===== config.mk =====
export PLATFORM = sky130hd
export DESIGN_NAME = pds_ctrl
export DESIGN_NICKNAME = d
export VERILOG_FILES = /design/src/rtl/pds_ctrl.sv
export SDC_FILE = /design/constraint.sdc
export NUM_CORES = 1
export LEC_CHECK = 0
export BUFFER_PORTS_ARGS = -buffer_cell sky130_fd_sc_hd__clkbuf_2
export CAP_MARGIN = 20
export CORE_UTILIZATION = 50
export DETAILED_ROUTE_END_ITERATION = 8
export MAX_ROUTING_LAYER = met4
export PLACE_DENSITY = 0.87
export SETUP_SLACK_MARGIN = 0.5
export SYNTH_ARGS = -nofsm -noshare
export SYNTH_HDL_FRONTEND = slang
export SYNTH_SLANG_ARGS = --single-unit

===== constraint.sdc =====
create_clock -name clk -period 6.3 [get_ports clk]
set_input_delay 0.63 -clock clk [delete_from_list [all_inputs] [get_ports clk]]
set_output_delay 0.63 -clock clk [all_outputs]
set_load 0.01 [all_outputs]

===== src/rtl/pds_ctrl.sv =====
`timescale 1ns / 1ps

module pds_ctrl #(
    parameter int MAX_POINTS = 64
) (
    input  logic                          clk,
    input  logic                          rst_n,
    input  logic                          start,
    input  logic                          last_point,
    input  logic [$clog2(MAX_POINTS+1)-1:0] n_pts,
    input  logic                          ovf,
    input  logic [22:0]                   mn,
    input  logic [22:0]                   mx,
    input  logic                          dup_found,
    output logic                          busy,
    output logic                          pt_we,
    output logic                          ovf_set,
    output logic                          set_clear,
    output logic [$clog2(MAX_POINTS)-1:0] pt_raddr,
    output logic                          dist_we,
    output logic [$clog2(MAX_POINTS*(MAX_POINTS-1)/2)-1:0] dist_waddr,
    output logic [$clog2(MAX_POINTS*(MAX_POINTS-1)/2)-1:0] dist_raddr,
    output logic                          a_cap,
    output logic                          b_cap,
    output logic                          sq_en,
    output logic                          sum_en,
    output logic                          stat_first,
    output logic                          stat_en,
    output logic                          cmp_en,
    output logic                          dup_clr,
    output logic                          done,
    output logic [22:0]                   min_dist_sq,
    output logic [22:0]                   max_dist_sq,
    output logic [10:0]                   pair_count,
    output logic [10:0]                   distinct_count,
    output logic                          empty_set,
    output logic                          overflow
);

    localparam int PAIRS = MAX_POINTS * (MAX_POINTS - 1) / 2;
    localparam int PW = $clog2(MAX_POINTS);
    localparam int CW = $clog2(MAX_POINTS + 1);
    localparam int QW = $clog2(PAIRS + 1);
    localparam int AW = $clog2(PAIRS);

    typedef enum logic [3:0] {
        S_IDLE, S_RDA, S_WA, S_RDB, S_WB, S_DIFF, S_SQ, S_SUM,
        S_SCAN, S_SCANW, S_STORE, S_DONE
    } state_t;

    state_t          state_reg;
    logic [PW-1:0]   i_reg, j_reg;
    logic [QW-1:0]   pairs_reg, scan_reg;
    logic [QW-1:0]   dist_reg;
    logic            accept;
    logic            stored;

    assign accept = start && !busy;
    assign stored = (n_pts < CW'(MAX_POINTS));

    assign pt_we   = accept && stored;
    assign ovf_set = accept && !stored;
    assign busy    = (state_reg != S_IDLE);

    // Point reads: point i on the first read, point j on the second.
    assign pt_raddr   = (state_reg == S_RDA) ? i_reg : j_reg;
    assign a_cap      = (state_reg == S_WA);
    assign b_cap      = (state_reg == S_WB);
    assign sq_en      = (state_reg == S_DIFF);
    assign sum_en     = (state_reg == S_SQ);
    assign stat_en    = (state_reg == S_SUM);
    assign stat_first = (pairs_reg == '0);
    assign dup_clr    = (state_reg == S_SUM);
    assign dist_raddr = AW'(scan_reg);
    assign cmp_en     = (state_reg == S_SCANW);
    assign dist_we    = (state_reg == S_STORE);
    assign dist_waddr = AW'(pairs_reg);
    assign set_clear  = (state_reg == S_DONE);

    // Sequencer over pairs i < j; each new distance is compared with all
    // earlier ones to count distinct nonzero values.
    always_ff @(posedge clk or negedge rst_n)
    begin
        if (!rst_n)
        begin
            state_reg      <= S_IDLE;
            i_reg          <= '0;
            j_reg          <= '0;
            pairs_reg      <= '0;
            scan_reg       <= '0;
            dist_reg       <= '0;
            done           <= 1'b0;
            min_dist_sq    <= '0;
            max_dist_sq    <= '0;
            pair_count     <= '0;
            distinct_count <= '0;
            empty_set      <= 1'b0;
            overflow       <= 1'b0;
        end
        else
        begin
            done <= 1'b0;
            case (state_reg)
                S_IDLE:
                begin
                    if (accept && last_point)
                    begin
                        i_reg     <= '0;
                        j_reg     <= PW'(1);
                        pairs_reg <= '0;
                        dist_reg  <= '0;
                        if ((n_pts + CW'(pt_we)) < CW'(2))
                        begin
                            state_reg <= S_DONE;
                        end
                        else
                        begin
                            state_reg <= S_RDA;
                        end
                    end
                end
                S_RDA:   state_reg <= S_WA;
                S_WA:    state_reg <= S_RDB;
                S_RDB:   state_reg <= S_WB;
                S_WB:    state_reg <= S_DIFF;
                S_DIFF:  state_reg <= S_SQ;
                S_SQ:    state_reg <= S_SUM;
                S_SUM:
                begin
                    scan_reg  <= '0;
                    state_reg <= (pairs_reg == '0) ? S_STORE : S_SCAN;
                end
                S_SCAN:  state_reg <= S_SCANW;
                S_SCANW:
                begin
                    if (scan_reg + 1'b1 == pairs_reg)
                    begin
                        state_reg <= S_STORE;
                    end
                    else
                    begin
                        scan_reg  <= scan_reg + 1'b1;
                        state_reg <= S_SCAN;
                    end
                end
                S_STORE:
                begin
                    if (!dup_found)
                    begin
                        dist_reg <= dist_reg + 1'b1;
                    end
                    pairs_reg <= pairs_reg + 1'b1;
                    if (CW'(j_reg) + 1'b1 < n_pts)
                    begin
                        j_reg     <= j_reg + 1'b1;
                        state_reg <= S_RDA;
                    end
                    else if (CW'(i_reg) + CW'(2) < n_pts)
                    begin
                        i_reg     <= i_reg + 1'b1;
                        j_reg     <= i_reg + PW'(2);
                        state_reg <= S_RDA;
                    end
                    else
                    begin
                        state_reg <= S_DONE;
                    end
                end
                S_DONE:
                begin
                    done           <= 1'b1;
                    empty_set      <= (pairs_reg == '0);
                    min_dist_sq    <= (pairs_reg == '0) ? 23'd0 : mn;
                    max_dist_sq    <= (pairs_reg == '0) ? 23'd0 : mx;
                    pair_count     <= 11'(pairs_reg);
                    distinct_count <= 11'(dist_reg);
                    overflow       <= ovf;
                    state_reg      <= S_IDLE;
                end
                default: state_reg <= S_IDLE;
            endcase
        end
    end

endmodule


# After elaboration in Yosys (flattened, before gate mapping)
# Cells that the tools add are included.
[word_totals]
register_bits = 120
latchBits = 0
ramBits = 0
rom_bits = 0
out_inout_bits = 112
elab_cells = 85
mem_count = 0
[op_classes]
addsub = 9
mul = 0
n_div = 0
n_lt_le_gt_ge = 4
n_eq_ne = 18
n_shift = 0
n_mux = 25
bitwise = 0
reduce_logical = 16
[ops]
columns = ["operator", "n"]
rows = [
  ["one-hot mux 11 bit (2 select lines)", 3],
  ["2-to-1 mux 23 bit", 2],
  ["one-hot mux 4 bit (11 select lines)", 1],
  ["2-to-1 mux 6 bit", 7],
  ["adder 11 x 1 -> 11 bit, second input constant", 3],
  ["2-to-1 mux 11 bit", 3],
  ["one-hot mux 6 bit (2 select lines)", 2],
  ["equality test 4 x 3 -> 1 bit, second input constant", 4],
  ["equality test 4 bit, second input constant", 4],
  ["2-to-1 mux 4 bit", 4],
  ["< comparator 7 bit", 2],
  ["adder 6 x 1 -> 6 bit, second input constant", 2],
  ["equality test 11 bit", 1],
  ["logical NOT 11 bit", 1],
  ["equality test 4 x 2 -> 1 bit, second input constant", 2],
  ["inequality test 2 bit, second input constant", 4],
  ["adder 6 x 1 -> 7 bit, second input constant", 1],
  ["adder 6 x 2 -> 7 bit, second input constant", 1],
  ["adder 7 x 1 -> 7 bit", 1],
  ["< comparator 7 x 2 -> 1 bit, second input constant", 1],
  ["< comparator 7 bit, second input constant", 1],
  ["adder 6 x 2 -> 6 bit, second input constant", 1],
  ["AND reduction 3 bit", 2],
  ["equality test 4 x 1 -> 1 bit, second input constant", 1],
  ["11 further kinds", 18],
]

# Longest topological paths before layout
[depth]
word_depth = 9
mapped_depth = 11
ltp_nobuf = 10

# Worst setup path after synthesis
# OpenSTA, ideal clock, no wires.
[synth_timing]
path_kind = "reg-to-reg"
startpoint = "register i_reg[1]"
endpoint = "register i_reg[5]"
setup_time_ns = 0.078
t_arrival_ns = 2.733
t_required_ns = 6.222
path_slack_ns = 3.489
stages_incl_launch_ff = 11
path_buffers = 0
period_less_slack_ns = 2.811
cell_sequence = "dfrtp_1 -> ha_1 -> nand3_1 -> xnor2_1 -> ha_1 -> or4_4 -> a211o_1 -> a21oi_4 -> nand2_4 -> or4b_1 -> a21oi_1"
[synth_via]
elab_chain_len = 4
[synth_rtl]
columns = ["item", "line", "source"]
rows = [
  ["start, declared", "52", "logic [PW-1:0] i_reg, j_reg;"],
  ["start signal, assigned", "160", "i_reg <= i_reg + 1'b1;"],
  ["adder 6 x 2 -> 7 bit / adder 6 x 1 -> 6 bit (equally long branches)", "158, 160", ""],
  ["< comparator 7 bit / 2-to-1 mux 6 bit (equally long branches)", "158", "else if (CW'(i_reg) + CW'(2) < n_pts)"],
  ["inequality test 2 x 1 -> 1 bit (no source line) / 2-to-1 mux 6 bit (equally long branches)", "--", ""],
  ["AND reduction 4 bit (no source line) / one-hot mux 6 bit (2 select lines) (equally long branches)", "--", ""],
]
# Several ways; a longest one is shown, not always the timed one. The select of a mux whose other input is x is not followed.
# A chain may end at the register's enable or synchronous reset.

# Final worst setup path
# Same ends and word-level chain as after synthesis.

==> summary.txt <==
Outcome
  • Status: completed

Global route
  • First-pass GRT wire length: 25700 um
  • Congestion Overflow GR: 0
  • Vias in the first global route: 5257
  • Largest net degree at the start of global routing: 74
  • All-Layer GR Usage: roughly a quarter
  • Initial antenna violation count: 0

Setup path
  • Capture point of the worst reg-to-reg path: i_reg[5]
  • Slowest-stage cell, CP: or4_4
  • Worst R2R Path Depth: 10
  • Cell Chain, Critical Path: ha_1 -> nand3_1 -> xnor2_1 -> ha_1 -> or4_4 -> a211o_1 -> a21oi_4 -> nand2_4 -> or4b_1 -> a21oi_1
  • Critical Path Most Common Cell: ha_1
  • WP data required: ~6.6 ns
  • Crit Path Max Fanout: 6
  • Worst setup EP type: register
  • Reg2Reg Setup Slack: 3.12 ns
  • CP Data Arrival Time: around 3.5 ns
  • Reg2reg start: i_reg[1]
  • CP Capture Point: i_reg[5]
  • Setup crit start kind: register
  • Max stage delay on crit path: 0.52 ns
  • Crit path launch: i_reg[1]
  • Critical path class: register to register

Clock network
  • Hold-fix buffers, CTS: 0
  • # Post-CTS Setup Buffers: 0
  • Clock Tree Buf Depth: 2
  • Clk root buf: clkbuf_16
  • Clk Latency, worst-skew pair: 0.41 ns
  • H-tree depth: 4
  • Resized Gates After CTS: 0
  • CTS Buf Count: 17
  • CTS Sinks: 120
  • TritonCTS clock tree: yes
  • Clk pin slew, worst setup/hold paths: around 0.060 ns

Synth
  • Largest area contributor in the netlist: dfrtp_1
  • Async SR Flop Fraction: 100%
  • Post-synthesis mux area share: 2.40%
  • Register area share after synthesis: roughly 48%
  • Syn_nets: 801
  • Area contributors post-synth: dfrtp_1, nand2_1, o21ai_0
  • Syn Area/Cell: 8.68 um^2
  • Post-synth EDFFs: 0
  • Post-Synthesis Cell Area: approximately 6300 um^2
  • Post-synth top flop: dfrtp_1
  • Mapped Cells: between 700 and 800
  • Synth cell types: 56
  • Main combinational cell family by area after synthesis: simple AND/OR/NAND/NOR gates
  • Post-Synth Adder-Cell Area: 3.99%
  • Synthesized-area fraction occupied by and/or/nand/nor cells: a little under a quarter
  • Post-Synth XOR/XNOR Area: between 4 and 5%
  • Synth warn: 0
  • Post-synthesis compound-gate area fraction: between 10% and 20%
  • Synth top area share: 47.9%
  • Seq cells post-synth: 120

Layout
  • Final #Nets: 954
  • Fin area: 7750 um^2
  • Synth-to-Final Area Change: 23.7%
  • Commonest non-fill, non-tap cells in the layout: nand2_1, clkbuf_2, dfrtp_1
  • Share of cells above drive strength 1: 24.9%
  • Biggest registers after layout: max_dist_sq x23, min_dist_sq x23
  • Final Core Density: 64.0%
  • N_diodes: 0
  • Fill count: 1027
  • Commonest non-fill, non-tap cell in the layout: nand2_1

Drt
  • # DRC: 0
  • First-pass detailed-route iteration total: 5
  • Remaining antenna violation count: 0
  • WL/cell: 15.2 um
  • Aggregate routed wire length: 16000 um
  • First DRT Iteration DRCs: about 420
  • Vias per std cell: 5.48
  • Via count: approximately 5800

Die
  • Top-level port count: 171
  • Cell row count: 40
  • Core Area: about 12000 um^2
  • Die Wd: 114 um
  • Die Area: 13000 um^2
  • Initial Util: between 50% and 60%
  • Die Y: ~110 um

Place
  • DP Wirelength: 11000 um
  • Pre-CTS setup slack: 3.20 ns
  • Area post-placement: 7200 um^2
  • GP Congestion: 0.900
  • # port buffers: 170

Power
  • Peak VDD IR: about 0.00021 V
  • Power, Total: 3.30 mW
  • Lkg Pwr: 3.92 nW
  • PwrDens: 426 nW/um^2

Timing
  • Slew margin rel.: 35.2%
  • Worst setup margin: ~3.1 ns
  • RSZ-0062 raised after global routing: no
  • F_max: 314 MHz
  • Final worst path period need: 3.18 ns
  • Setup TNS: 0 ns
  • Endpoints failing setup: 0
  • Final Hold Fails: 0
  • Tcrit/Tclk final: 50.5%
  • Worst-margin pin slew: 0.965 ns
  • Final Slew Violations: 0
  • Setup clock skew after layout: 0.0103 ns

Hold path
  • HP Class: input port to asynchronous set/reset pin

Flow run
  • Max-Cap Viols: 0
==> power breakdown <==
part	total (mW)	internal, mW	switching (mW)
combinational	1.17	0.448	0.723
sequential	1.26	1.02	0.239
clock	0.874	0.549	0.325
total	3.30	2.01	1.29
==> cell usage after synthesis, drive strengths merged, types with 2 or more instances <==
| master | number |
|---|---|
| buf | 9 |
| nor4 | 6 |
| xnor2 | 13 |
| or3 | 3 |
| mux2 | 8 |
| or4 | 2 |
| or2 | 2 |
| a211oi | 3 |
| o31ai | 2 |
| nand3 | 34 |
| clkinv | 2 |
| a21oi | 16 |
| dfrtp | 120 |
| and3 | 8 |
| nand2b | 3 |
| and4 | 6 |
| a211o | 4 |
| o22ai | 4 |
| a31oi | 7 |
| nand4 | 6 |
| mux2i | 6 |
| clkbuf | 32 |
| nor2 | 39 |
| o211ai | 14 |
| inv | 19 |
| nand2 | 199 |
| ha | 20 |
| o2111ai | 2 |
| nor3 | 13 |
| o21a | 3 |
| xor2 | 22 |
| a2bb2oi | 2 |
| o21ai | 76 |
==> worst min-delay path by stage <==
stage / startpoint / to / slack (ns) / depth (start not counted)
final: rst_n / dist_raddr[10] / 0.26 / 1
after global routing: rst_n / dist_raddr[8] / 0.32 / 1
after CTS: rst_n / dist_raddr[10] / 0.28 / 1
after detailed placement: pair_count[9] / pair_count[9] / 0.46 / 2
after global placement: distinct_count[6] / distinct_count[6] / 0.46 / 2
after floorplan: rst_n / dist_raddr[0] / 0.33 / 0
==> layer usage <==
metal | track usage (%) | part of all wire, % | vias to the layer above
li1 | - | - | 2795
met1 | 31.5 | 43 | 2743
met2 | 42.8 | 48 | 224
met3 | 6.22 | 7.5 | 22
met4 | 10.1 | 1.5 | 0
met5 | - | 0 | -
==> critical path, delay by kind of cell (launching register included) <==
family                     cells  cell delay, ns
and+or+nand+nor                4            1.27
xor gates and xnor gates       1            0.19
adders and majority gates      2            0.46
AOI/OAI and AO/OA              3            0.73
DFF                            1            0.44
==> area by class of cell <==
class / count / area [um^2] / share of cell area, %
clock buffer: 24 / 502 / 6.48
clock inverter: 7 / 43.8 / 0.565
inverter: 21 / 78.8 / 1.02
multi-input combinational: 540 / 3020 / 39.0
sequential: 120 / 3000 / 38.8
tap: 168 / 210 / 2.71
timing repair buffer: 175 / 891 / 11.5
==> cells by family (layout without fill, tap and decap cells) <==
group,after synthesis,after routing
compound gates,143,143
flops,120,120
xor+xnor,35,35
buf+inv,62,227
fa+ha+maj,20,20
simple gates,328,328
mux,14,14
==> per-stage QoR <==
| step | hold slack (ns) | instances |
|---|---|---|
| after detailed placement | 0.464 | 1024 |
| final | 0.260 | 1055 |
| after global placement | 0.459 | 1024 |
| after global routing | 0.323 | 1055 |
| after CTS | 0.285 | 1055 |
| after floorplan | 0.334 | 722 |
(Power assumes the default switching activity.)
